## src/rtl/core/ccl_pkg.sv

```systemverilog
// ----------------------------------------------------------------------------
// ccl_pkg
// shared types and constants for the character-cell line rasterizer
// ----------------------------------------------------------------------------
package ccl_pkg;

    localparam int COORD_W       = 6;
    localparam int GLYPH_W       = 8;
    localparam int ADDR_W        = 12;
    localparam int CFG_DATA_W    = 7;
    localparam int CFG_IDX_W     = 1;
    localparam int MAX_COLS_DEF  = 64;
    localparam int MAX_ROWS_DEF  = 64;
    localparam int COLS_RESET    = 64;
    localparam int ROWS_RESET    = 64;
    localparam int QUEUE_DEPTH   = 2;
    localparam int QUEUE_PTR_W   = 1;
    localparam int QUEUE_CNT_W   = 2;
    // signed step delta: -63..63
    localparam int DELTA_W       = COORD_W + 1;
    // error term: holds -2*63 .. 4*63
    localparam int ERR_W         = COORD_W + 3;

    typedef enum logic [CFG_IDX_W-1:0] {
        REG_SCREEN_COLS = 1'b0,
        REG_SCREEN_ROWS = 1'b1
    } t_reg_idx;

    typedef struct packed {
        logic [COORD_W-1:0] start_x;
        logic [COORD_W-1:0] start_y;
        logic [COORD_W-1:0] end_x;
        logic [COORD_W-1:0] end_y;
        logic [GLYPH_W-1:0] glyph;
    } t_cmd;

    typedef struct packed {
        logic [COORD_W-1:0] pixel_x;
        logic [COORD_W-1:0] pixel_y;
        logic [ADDR_W-1:0]  cell_address;
        logic [GLYPH_W-1:0] glyph_out;
        logic               on_screen;
        logic               last;
    } t_result;

    // classified line job, handed from front to back through the queue
    typedef struct packed {
        logic                      steep;
        logic [COORD_W-1:0]        major_start;
        logic [COORD_W-1:0]        minor_start;
        logic [COORD_W-1:0]        span;
        logic signed [DELTA_W-1:0] delta;
        logic [GLYPH_W-1:0]        glyph;
    } t_job;

    // one stepped cell before address generation
    typedef struct packed {
        logic [COORD_W-1:0] x;
        logic [COORD_W-1:0] y;
        logic [GLYPH_W-1:0] glyph;
        logic               last;
    } t_pix;

    // queue status seen by front and back
    typedef struct packed {
        logic full;
        logic empty;
    } t_queue_stat;

endpackage

```

## src/rtl/core/char_cell_line_rasterizer.sv

```systemverilog
// ----------------------------------------------------------------------------
// char_cell_line_rasterizer
// rasterizes one line command into a run of character-cell writes
// ----------------------------------------------------------------------------
//
// channel    direction  handshake                    payload
// command    in         start & !busy                i_cmd (ccl_pkg::t_cmd)
// result     out        o_result_valid, one cycle    o_result (ccl_pkg::t_result)
// config     in         i_cfg_valid & o_cfg_ready    i_cfg_index, i_cfg_data
//
// the stepping unit loads each line from the job queue while idle, then writes
// one cell per cycle; that unit sets the rate
// results pass through the step register and then the address register
// commands are classified on accept and held in a two-entry queue; busy is
// high while the queue is full; zero-length lines never enter the queue
// reset (synchronous, active low) clears the queue, the stepper and the
// strobe, and loads both screen registers with 64 saturated to the maximum
// results cannot be stalled; config is always ready
//
module char_cell_line_rasterizer #(
    parameter int MAX_COLS = ccl_pkg::MAX_COLS_DEF,
    parameter int MAX_ROWS = ccl_pkg::MAX_ROWS_DEF
) (
    input  logic                              i_clk,
    input  logic                              i_rst_n,
    // command beat
    input  logic                              start,
    output logic                              busy,
    input  ccl_pkg::t_cmd                     i_cmd,
    // result beat
    output logic                              o_result_valid,
    output ccl_pkg::t_result                  o_result,
    // config beat
    input  logic                              i_cfg_valid,
    output logic                              o_cfg_ready,
    input  logic [ccl_pkg::CFG_IDX_W-1:0]     i_cfg_index,
    input  logic [ccl_pkg::CFG_DATA_W-1:0]    i_cfg_data
);

    // screen size registers hold up to the parameter maximum
    localparam int CW       = $clog2(MAX_COLS + 1);
    localparam int RW       = $clog2(MAX_ROWS + 1);
    localparam int AW       = (CW + RW + 1 > ccl_pkg::ADDR_W) ? CW + RW + 1 : ccl_pkg::ADDR_W;
    localparam int COLS_RST = (ccl_pkg::COLS_RESET > MAX_COLS) ? MAX_COLS : ccl_pkg::COLS_RESET;
    localparam int ROWS_RST = (ccl_pkg::ROWS_RESET > MAX_ROWS) ? MAX_ROWS : ccl_pkg::ROWS_RESET;

    logic [CW-1:0]          r_cols;
    logic [RW-1:0]          r_rows;

    logic                   take;
    logic                   push;
    ccl_pkg::t_job          front_job;
    ccl_pkg::t_job          queue_job;
    ccl_pkg::t_queue_stat   queue_stat;
    logic                   pop;
    logic                   pix_valid;
    ccl_pkg::t_pix          pix;

    logic                   on;
    logic [AW-1:0]          row_flip;
    logic [AW-1:0]          addr_full;

    assign take        = start && !busy;
    assign busy        = queue_stat.full;
    assign o_cfg_ready = 1'b1;

    // ------------------------------------------------------------------
    // configuration, saturated to the parameter maximum
    // ------------------------------------------------------------------
    always_ff @(posedge i_clk) begin
        if (!i_rst_n) begin
            r_cols <= CW'(COLS_RST);
            r_rows <= RW'(ROWS_RST);
        end else if (i_cfg_valid && o_cfg_ready) begin
            unique case (ccl_pkg::t_reg_idx'(i_cfg_index))
                ccl_pkg::REG_SCREEN_COLS: begin
                    r_cols <= (int'(i_cfg_data) > MAX_COLS) ? CW'(MAX_COLS) : CW'(i_cfg_data);
                end
                ccl_pkg::REG_SCREEN_ROWS: begin
                    r_rows <= (int'(i_cfg_data) > MAX_ROWS) ? RW'(MAX_ROWS) : RW'(i_cfg_data);
                end
                default: begin
                    r_cols <= r_cols;
                end
            endcase
        end
    end

    // ------------------------------------------------------------------
    // front: classify, queue, back: step
    // ------------------------------------------------------------------
    ccl_front u_front (
        .i_cmd  (i_cmd),
        .i_take (take),
        .o_push (push),
        .o_job  (front_job)
    );

    ccl_fifo u_fifo (
        .i_clk   (i_clk),
        .i_rst_n (i_rst_n),
        .i_push  (push),
        .i_job   (front_job),
        .i_pop   (pop),
        .o_job   (queue_job),
        .o_stat  (queue_stat)
    );

    ccl_back u_back (
        .i_clk       (i_clk),
        .i_rst_n     (i_rst_n),
        .i_job       (queue_job),
        .i_stat      (queue_stat),
        .o_pop       (pop),
        .o_pix_valid (pix_valid),
        .o_pix       (pix)
    );

    // ------------------------------------------------------------------
    // address stage: row flip, one multiply, registered result
    // ------------------------------------------------------------------
    always_comb begin
        on        = (AW'(pix.x) < AW'(r_cols)) && (AW'(pix.y) < AW'(r_rows));
        // only meaningful when on screen, where y < rows
        row_flip  = AW'(r_rows) - AW'(1) - AW'(pix.y);
        addr_full = row_flip * AW'(r_cols) + AW'(pix.x);
    end

    always_ff @(posedge i_clk) begin
        if (!i_rst_n) begin
            o_result_valid <= 1'b0;
        end else begin
            o_result_valid <= pix_valid;
        end
    end

    always_ff @(posedge i_clk) begin
        o_result.pixel_x      <= pix.x;
        o_result.pixel_y      <= pix.y;
        o_result.cell_address <= on ? addr_full[ccl_pkg::ADDR_W-1:0] : '0;
        o_result.glyph_out    <= pix.glyph;
        o_result.on_screen    <= on;
        o_result.last         <= pix.last;
    end

`ifndef ASSERT_OFF
    // the stepper goes idle after every line to reload from the queue, leaving a gap
    a_gap_after_last: assert property (@(posedge i_clk) disable iff (!i_rst_n)
        (pix_valid && pix.last) |=> !pix_valid)
        else $error("cell step directly after the final cell of a line");

    // every stepped cell reaches the result port through the result register
    a_step_to_result: assert property (@(posedge i_clk) disable iff (!i_rst_n)
        pix_valid |=> o_result_valid)
        else $error("stepped cell lost before the result port");

    // queue status is never full and empty at once
    a_queue_stat: assert property (@(posedge i_clk) disable iff (!i_rst_n)
        !(queue_stat.full && queue_stat.empty))
        else $error("queue reports full and empty together");

    // off-screen cells carry a zero address
    a_offscreen_addr: assert property (@(posedge i_clk) disable iff (!i_rst_n)
        (o_result_valid && !o_result.on_screen) |-> (o_result.cell_address == '0))
        else $error("off-screen cell with nonzero address");
`endif

endmodule

```

## src/rtl/core/ccl_front.sv

```systemverilog
// ----------------------------------------------------------------------------
// ccl_front
// classifies a line command into a stepping job (major axis, order, span)
// ----------------------------------------------------------------------------
module ccl_front (
    input  ccl_pkg::t_cmd  i_cmd,
    input  logic           i_take,
    output logic           o_push,
    output ccl_pkg::t_job  o_job
);

    logic [ccl_pkg::COORD_W-1:0] adx;
    logic [ccl_pkg::COORD_W-1:0] ady;
    logic                        steep;
    logic                        swap;

    always_comb begin
        adx   = (i_cmd.end_x > i_cmd.start_x) ? i_cmd.end_x - i_cmd.start_x
                                              : i_cmd.start_x - i_cmd.end_x;
        ady   = (i_cmd.end_y > i_cmd.start_y) ? i_cmd.end_y - i_cmd.start_y
                                              : i_cmd.start_y - i_cmd.end_y;
        steep = ady > adx;
        swap  = steep ? (i_cmd.end_y < i_cmd.start_y) : (i_cmd.end_x < i_cmd.start_x);

        o_job.steep = steep;
        o_job.glyph = i_cmd.glyph;
        o_job.span  = steep ? ady : adx;
        if (steep) begin
            o_job.major_start = swap ? i_cmd.end_y : i_cmd.start_y;
            o_job.minor_start = swap ? i_cmd.end_x : i_cmd.start_x;
            o_job.delta = swap
                ? $signed({1'b0, i_cmd.start_x}) - $signed({1'b0, i_cmd.end_x})
                : $signed({1'b0, i_cmd.end_x}) - $signed({1'b0, i_cmd.start_x});
        end else begin
            o_job.major_start = swap ? i_cmd.end_x : i_cmd.start_x;
            o_job.minor_start = swap ? i_cmd.end_y : i_cmd.start_y;
            o_job.delta = swap
                ? $signed({1'b0, i_cmd.start_y}) - $signed({1'b0, i_cmd.end_y})
                : $signed({1'b0, i_cmd.end_y}) - $signed({1'b0, i_cmd.start_y});
        end
        // zero-length lines produce no writes and never enter the queue
        o_push = i_take && (o_job.span != '0);
    end

endmodule

```

## src/rtl/core/ccl_fifo.sv

```systemverilog
// ----------------------------------------------------------------------------
// ccl_fifo
// short job queue between the classifying front and the stepping back
// ----------------------------------------------------------------------------
module ccl_fifo (
    input  logic                 i_clk,
    input  logic                 i_rst_n,
    input  logic                 i_push,
    input  ccl_pkg::t_job        i_job,
    input  logic                 i_pop,
    output ccl_pkg::t_job        o_job,
    output ccl_pkg::t_queue_stat o_stat
);

    ccl_pkg::t_job                     r_mem [ccl_pkg::QUEUE_DEPTH];
    logic [ccl_pkg::QUEUE_PTR_W-1:0]   r_wr_ptr;
    logic [ccl_pkg::QUEUE_PTR_W-1:0]   r_rd_ptr;
    logic [ccl_pkg::QUEUE_CNT_W-1:0]   r_count;
    logic                              do_push;
    logic                              do_pop;

    assign o_stat.full  = (r_count == ccl_pkg::QUEUE_CNT_W'(ccl_pkg::QUEUE_DEPTH));
    assign o_stat.empty = (r_count == '0);
    assign do_push      = i_push && !o_stat.full;
    assign do_pop       = i_pop && !o_stat.empty;
    assign o_job        = r_mem[r_rd_ptr];

    always_ff @(posedge i_clk) begin
        if (do_push) begin
            r_mem[r_wr_ptr] <= i_job;
        end
    end

    always_ff @(posedge i_clk) begin
        if (!i_rst_n) begin
            r_wr_ptr <= '0;
            r_rd_ptr <= '0;
            r_count  <= '0;
        end else begin
            if (do_push) begin
                r_wr_ptr <= r_wr_ptr + 1'b1;
            end
            if (do_pop) begin
                r_rd_ptr <= r_rd_ptr + 1'b1;
            end
            case ({do_push, do_pop})
                2'b10:   r_count <= r_count + 1'b1;
                2'b01:   r_count <= r_count - 1'b1;
                default: r_count <= r_count;
            endcase
        end
    end

endmodule

```

## src/rtl/core/ccl_back.sv

```systemverilog
// ----------------------------------------------------------------------------
// ccl_back
// steps one job along its major axis, one cell per cycle, error-term dda
// ----------------------------------------------------------------------------
module ccl_back (
    input  logic                 i_clk,
    input  logic                 i_rst_n,
    input  ccl_pkg::t_job        i_job,
    input  ccl_pkg::t_queue_stat i_stat,
    output logic                 o_pop,
    output logic                 o_pix_valid,
    output ccl_pkg::t_pix        o_pix
);

    typedef enum logic {
        ST_IDLE,
        ST_RUN
    } t_state;

    t_state                             r_state;
    logic [ccl_pkg::COORD_W-1:0]        r_major;
    logic [ccl_pkg::COORD_W-1:0]        r_minor;
    logic [ccl_pkg::COORD_W-1:0]        r_left;
    logic signed [ccl_pkg::ERR_W-1:0]   r_err;
    logic signed [ccl_pkg::ERR_W-1:0]   r_two_span;
    logic signed [ccl_pkg::ERR_W-1:0]   r_two_delta;
    logic                               r_steep;
    logic [ccl_pkg::GLYPH_W-1:0]        r_glyph;

    logic signed [ccl_pkg::ERR_W-1:0]   n_sum;
    logic signed [ccl_pkg::ERR_W-1:0]   n_err;
    logic [ccl_pkg::COORD_W-1:0]        n_minor;

    assign o_pop = (r_state == ST_IDLE) && !i_stat.empty;

    // remainder stays in [0, 2*span); one correction per step suffices
    always_comb begin
        n_sum = r_err + r_two_delta;
        if (n_sum >= r_two_span) begin
            n_err   = n_sum - r_two_span;
            n_minor = r_minor + 1'b1;
        end else if (n_sum < 0) begin
            n_err   = n_sum + r_two_span;
            n_minor = r_minor - 1'b1;
        end else begin
            n_err   = n_sum;
            n_minor = r_minor;
        end
    end

    always_ff @(posedge i_clk) begin
        if (!i_rst_n) begin
            r_state     <= ST_IDLE;
            o_pix_valid <= 1'b0;
        end else begin
            unique case (r_state)
                ST_IDLE: begin
                    o_pix_valid <= 1'b0;
                    if (!i_stat.empty) begin
                        r_state     <= ST_RUN;
                        r_major     <= i_job.major_start;
                        r_minor     <= i_job.minor_start;
                        r_left      <= i_job.span;
                        r_err       <= ccl_pkg::ERR_W'(i_job.span);
                        r_two_span  <= ccl_pkg::ERR_W'({i_job.span, 1'b0});
                        r_two_delta <= ccl_pkg::ERR_W'(signed'({i_job.delta, 1'b0}));
                        r_steep     <= i_job.steep;
                        r_glyph     <= i_job.glyph;
                    end
                end
                ST_RUN: begin
                    o_pix_valid <= 1'b1;
                    o_pix.x     <= r_steep ? r_minor : r_major;
                    o_pix.y     <= r_steep ? r_major : r_minor;
                    o_pix.glyph <= r_glyph;
                    o_pix.last  <= (r_left == ccl_pkg::COORD_W'(1));
                    r_major     <= r_major + 1'b1;
                    r_minor     <= n_minor;
                    r_err       <= n_err;
                    r_left      <= r_left - 1'b1;
                    if (r_left == ccl_pkg::COORD_W'(1)) begin
                        r_state <= ST_IDLE;
                    end
                end
                default: r_state <= ST_IDLE;
            endcase
        end
    end

endmodule
```

## config.mk

```make
export PLATFORM = sky130hd
export DESIGN_NAME = char_cell_line_rasterizer
export DESIGN_NICKNAME = d
export VERILOG_FILES = /design/src/rtl/core/ccl_pkg.sv /design/src/rtl/core/char_cell_line_rasterizer.sv /design/src/rtl/core/ccl_front.sv /design/src/rtl/core/ccl_fifo.sv /design/src/rtl/core/ccl_back.sv
export SDC_FILE = /design/constraint.sdc
export NUM_CORES = 1
export LEC_CHECK = 0
export ABC_AREA = 1
export BUFFER_PORTS_ARGS = -buffer_cell sky130_fd_sc_hd__buf_4
export CAP_MARGIN = 5
export CORE_MARGIN = 2
export CORE_UTILIZATION = 56
export DETAILED_ROUTE_END_ITERATION = 16
export PLACE_DENSITY = 0.79
export SETUP_SLACK_MARGIN = 0.15
export SLEW_MARGIN = 20
export SYNTH_ARGS = -nofsm -noshare
export SYNTH_HDL_FRONTEND = slang
export SYNTH_HIERARCHICAL = 1
export SYNTH_SLANG_ARGS = --single-unit
```

## constraint.sdc

```tcl
create_clock -name i_clk -period 5.05 [get_ports i_clk]
set_input_delay 0.2525 -clock i_clk [delete_from_list [all_inputs] [get_ports i_clk]]
set_output_delay 0.2525 -clock i_clk [all_outputs]
set_load 0.02 [all_outputs]
```

==> impl_metrics.xml <==
<?xml version="1.0" encoding="UTF-8"?>
<metrics>
  <group name="final_layout">
    <metric name="final_design_area_no_fill" unit="sq mm">0.0160</metric>
    <metric name="finalNetCount" unit="">1813</metric>
    <metric name="n_fill_cell" unit="">1676</metric>
    <metric name="final_util" unit="%">68.2</metric>
    <metric name="final_layout_size_suffix_gt1_share" unit="%">26.3</metric>
    <metric name="final_cells" unit="">1951</metric>
    <metric name="areaGrowthSynthToFinish" unit="%">19.6</metric>
    <metric name="antenna-diode-count" unit="">0</metric>
  </group>
  <group name="timing">
    <metric name="fin_hold_ws" unit="ns">0.0432</metric>
    <metric name="timing.final.hold_violations" unit="">0</metric>
    <metric name="grt_setup_unrepaired" unit="">yes</metric>
    <metric name="max-slew-margin-rel" unit="%">34.4</metric>
    <metric name="slew_violations" unit="">0</metric>
    <metric name="timing.final.ws_setup" unit="ns">-0.417</metric>
    <metric name="final.period_utilization" unit="%">108</metric>
    <metric name="finalSetupViolCount" unit="">3</metric>
    <metric name="finalWorstPathRequiredPeriod" unit="ns">5.47</metric>
    <metric name="finClkSkew" unit="ns">0.0199</metric>
    <metric name="tightest_slew" unit="ns">0.982</metric>
    <metric name="fmaxAchievable" unit="GHz">0.183</metric>
  </group>
  <group name="logic_synthesis">
    <metric name="synthesis.area_per_instance" unit="sq um">9.15</metric>
    <metric name="synth_ff_type" unit="">edfxtp_1</metric>
    <metric name="synth_enable_flop_cells" unit="">138</metric>
    <metric name="register_bit_count_reported_by_yosys" unit="">194</metric>
    <metric name="syn-num-nets" unit="">1652</metric>
    <metric name="ys_types" unit="">57</metric>
    <metric name="synth-seq-area-share" unit="%">39.5</metric>
    <metric name="post_synth_design_cell_area" unit="sq mm">0.0133</metric>
    <metric name="synth-warning-count" unit="">6</metric>
    <metric name="synthCells" unit="">1458</metric>
    <metric name="async_flop_share" unit="%">0</metric>
  </group>
  <group name="power">
    <metric name="post-layout-total-power" unit="mW">11.9</metric>
    <metric name="vdd_ir_drop_max" unit="V">0.000439</metric>
    <metric name="powerDensity" unit="mW/mm^2">746</metric>
    <metric name="total_leakage_power" unit="nW">7.57</metric>
  </group>
  <group name="die">
    <metric name="die_area" unit="sq mm">0.0251</metric>
    <metric name="floorplan.rows" unit="">56</metric>
    <metric name="die_width" unit="um">158</metric>
    <metric name="die-height" unit="um">158</metric>
    <metric name="io_pins" unit="">81</metric>
    <metric name="core" unit="sq mm">0.0234</metric>
    <metric name="floorplan.initialDensity" unit="%">57.0</metric>
  </group>
  <group name="placed_design">
    <metric name="placed_cells_incl_taps" unit="">1872</metric>
    <metric name="detailedPlacementHpwl" unit="um">22000</metric>
    <metric name="port_buffers" unit="">79</metric>
    <metric name="globalplace.congestion" unit="">0.906</metric>
    <metric name="detailed_place.area" unit="sq mm">0.0146</metric>
  </group>
  <group name="setup_path">
    <metric name="cp_slowest_cell" unit="">fa_1</metric>
    <metric name="worstPathRequired" unit="ns">5.41</metric>
    <metric name="worst_setup_path_start_kind" unit="">flop</metric>
    <metric name="timing_worst_setup_path_type" unit="">flop to flop</metric>
    <metric name="timing.critical_path.slowest_cell_delay" unit="ns">0.53</metric>
    <metric name="endpoint_kind" unit="">flop</metric>
    <metric name="worstPathMaxFanout" unit="">5</metric>
    <metric name="signal_arrival_time_at_the_worst_endpoint" unit="ns">5.83</metric>
  </group>
  <group name="global_route">
    <metric name="grt_overflow" unit="">0</metric>
    <metric name="grt_first_pass_wirelength" unit="um">48300</metric>
    <metric name="first_global_vias" unit="">9941</metric>
    <metric name="track_usage" unit="%">24.8</metric>
    <metric name="antenna_found_initial" unit="">0</metric>
    <metric name="grt_start_max_net_pins" unit="">35</metric>
  </group>
  <group name="clock_tree">
    <metric name="clock_tree_from_tritoncts" unit="">built</metric>
    <metric name="clockBufferDepth" unit="">2</metric>
    <metric name="path_clk_slew" unit="ns">0.10</metric>
    <metric name="clock_tree_root" unit="">clkbuf_16</metric>
    <metric name="cts-buffers-inserted" unit="">17</metric>
    <metric name="worstSkewPairLatency" unit="ns">0.45</metric>
    <metric name="htree_num_levels" unit="">4</metric>
    <metric name="clock-sinks" unit="">194</metric>
  </group>
  <group name="route">
    <metric name="drt_drc_violations_left" unit="">0</metric>
    <metric name="detail_route.first_pass.iterations" unit="">5</metric>
    <metric name="route.vias.total" unit="">10514</metric>
    <metric name="drtIter0Drc" unit="">894</metric>
    <metric name="vias_per_cell" unit="">5.39</metric>
    <metric name="drt_wl_cell" unit="um">16.4</metric>
    <metric name="routed_wl" unit="um">32100</metric>
    <metric name="detail-route-antenna-nets" unit="">0</metric>
  </group>
  <group name="worst_hold_path">
    <metric name="hold_class" unit="">input port to flop</metric>
  </group>
  <group name="run">
    <metric name="max_cap_viol_count" unit="">0</metric>
  </group>
  <group name="outcome">
    <metric name="violations" unit="">negative setup slack</metric>
    <metric name="outcome" unit="">complete, but fails checks</metric>
  </group>
</metrics>
==> final cells by class <==
cell class / count / area (sq um) / area share [%]
Clock buffer: 17 / 425 / 2.67
Inverter: 285 / 1080 / 6.77
Timing Repair Buffer: 178 / 1400 / 8.77
Sequential cell: 194 / 5280 / 33.1
Multi-Input combinational cell: 943 / 7150 / 44.8
Clock inverter: 15 / 226 / 1.42
Tap cell: 319 / 399 / 2.50
==> critical path, delay by kind of cell, from the launching register on <==
family | cells | cell delay [ns]
adders and majority gates | 6 | 2.56
and+or+nand+nor | 16 | 1.67
buffers and inverters | 7 | 0.47
DFF | 1 | 0.38
xor gates and xnor gates | 1 | 0.15
AOI/OAI and AO/OA | 1 | 0.14
==> cell families after synthesis <==
family                     Yosys count  share of synthesized area (%)
buffers and inverters              321                           10.4
muxes                               46                           4.61
xor gates and xnor gates            34                           2.29
other                                1                         0.0281
adders and majority gates          150                           16.7
AOI/OAI and AO/OA                  162                           7.22
DFF                                194                           39.5
and+or+nand+nor                    550                           19.4
==> Yosys cell counts (5+ instances only) <==
library cell	instances	area share (%)
inv_2	12	0.34
nand3_1	83	3.1
nand2_4	7	0.59
fa_1	46	6.9
nand2_1	286	8.0
dfxtp_1	56	8.4
ha_1	104	9.8
nor2_2	5	0.23
o21ai_0	52	2.0
mux2_4	30	3.4
nor2_1	87	2.4
o21ai_2	14	0.92
mux2i_1	12	0.90
xnor2_1	8	0.53
edfxtp_1	138	31
clkbuf_1	8	0.23
inv_1	271	7.6
nand2_2	23	1.1
a21oi_1	67	2.5
nand3b_1	6	0.34
buf_4	16	0.90
nand4_1	18	0.84
xor2_1	25	1.6
nand3_2	11	0.83
nor3_1	5	0.19
==> placed cells by master (no fill, tap or decap), drive strengths merged, types with 2 or more instances in the layout <==
master / count
mux2: 34
o21bai: 2
a21oi: 71
o21ai: 69
nor2: 95
inv: 292
a22o: 2
nor3: 7
nand3: 94
clkinv: 8
or2: 3
xnor2: 8
a31oi: 3
nand4: 19
nand3b: 6
edfxtp: 138
xor2: 26
dlygate4sd3: 8
o211ai: 5
a211oi: 5
dfxtp: 56
fa: 46
nand2: 320
buf: 170
ha: 104
mux2i: 12
and2: 4
clkbuf: 17
o22ai: 2
==> per-layer routing <==
layer  track usage, %  wire length, um
met1             31.8            13200
met2             42.2            15600
met4             9.35             1240
met3             4.55             2120
met5                0                0
==> registers in the layout (all words and copies together), names as in the netlist, named ones only <==
signal              cells
u_back/r_two_span       6
u_back/o_pix_valid      1
u_back/r_glyph          8
u_fifo/r_mem           68
o_result               34
u_back/r_steep          1
u_fifo/r_rd_ptr         1
r_rows                  7
u_back/r_err            9
u_fifo/r_count          2
u_back/r_state          1
u_fifo/r_wr_ptr         1
u_back/r_minor          6
o_result_valid          1
u_back/o_pix           21
u_back/r_major          6
u_back/r_two_delta      7
u_back/r_left           6
r_cols                  7
==> repair_timing <==
action,in CTS,in global routing
hold buffers,8,0
pin swaps,23,63
setup buffers,29,10
endpoints found under the setup margin,4,6
gates resized for setup,19,71
endpoints found under the hold margin,16,0
==> report_power, final <==
group          internal (mW)  switching [mW]  leakage, nW
clock network          0.702           0.751        0.313
logic                   3.02            4.57         5.50
registers               2.54           0.321         1.76
==> path summary, 6_finish.rpt <==
kind,start,cells after the start,endpoint,slack (ns)
max,r_rows[2],31,o_result[21],-0.42
min,i_cfg_data[6],3,r_cols[6],0.04
max reg2reg,r_rows[2],31,o_result[21],-0.42
min reg2reg,u_back/o_pix[6],0,o_result[7],0.35
==> metrics by stage <==
step / TNS [ns] / setup WS [ns]
6_report: -0.928 / -0.417
4_1_cts: -0.211 / -0.127
3_3_place_gp: -0.189 / -0.103
5_1_grt: -1.49 / -0.564
3_5_place_dp: -0.444 / -0.239
2_1_floorplan: 0 / 0.0848
Power figures use the tool's default switching activity.
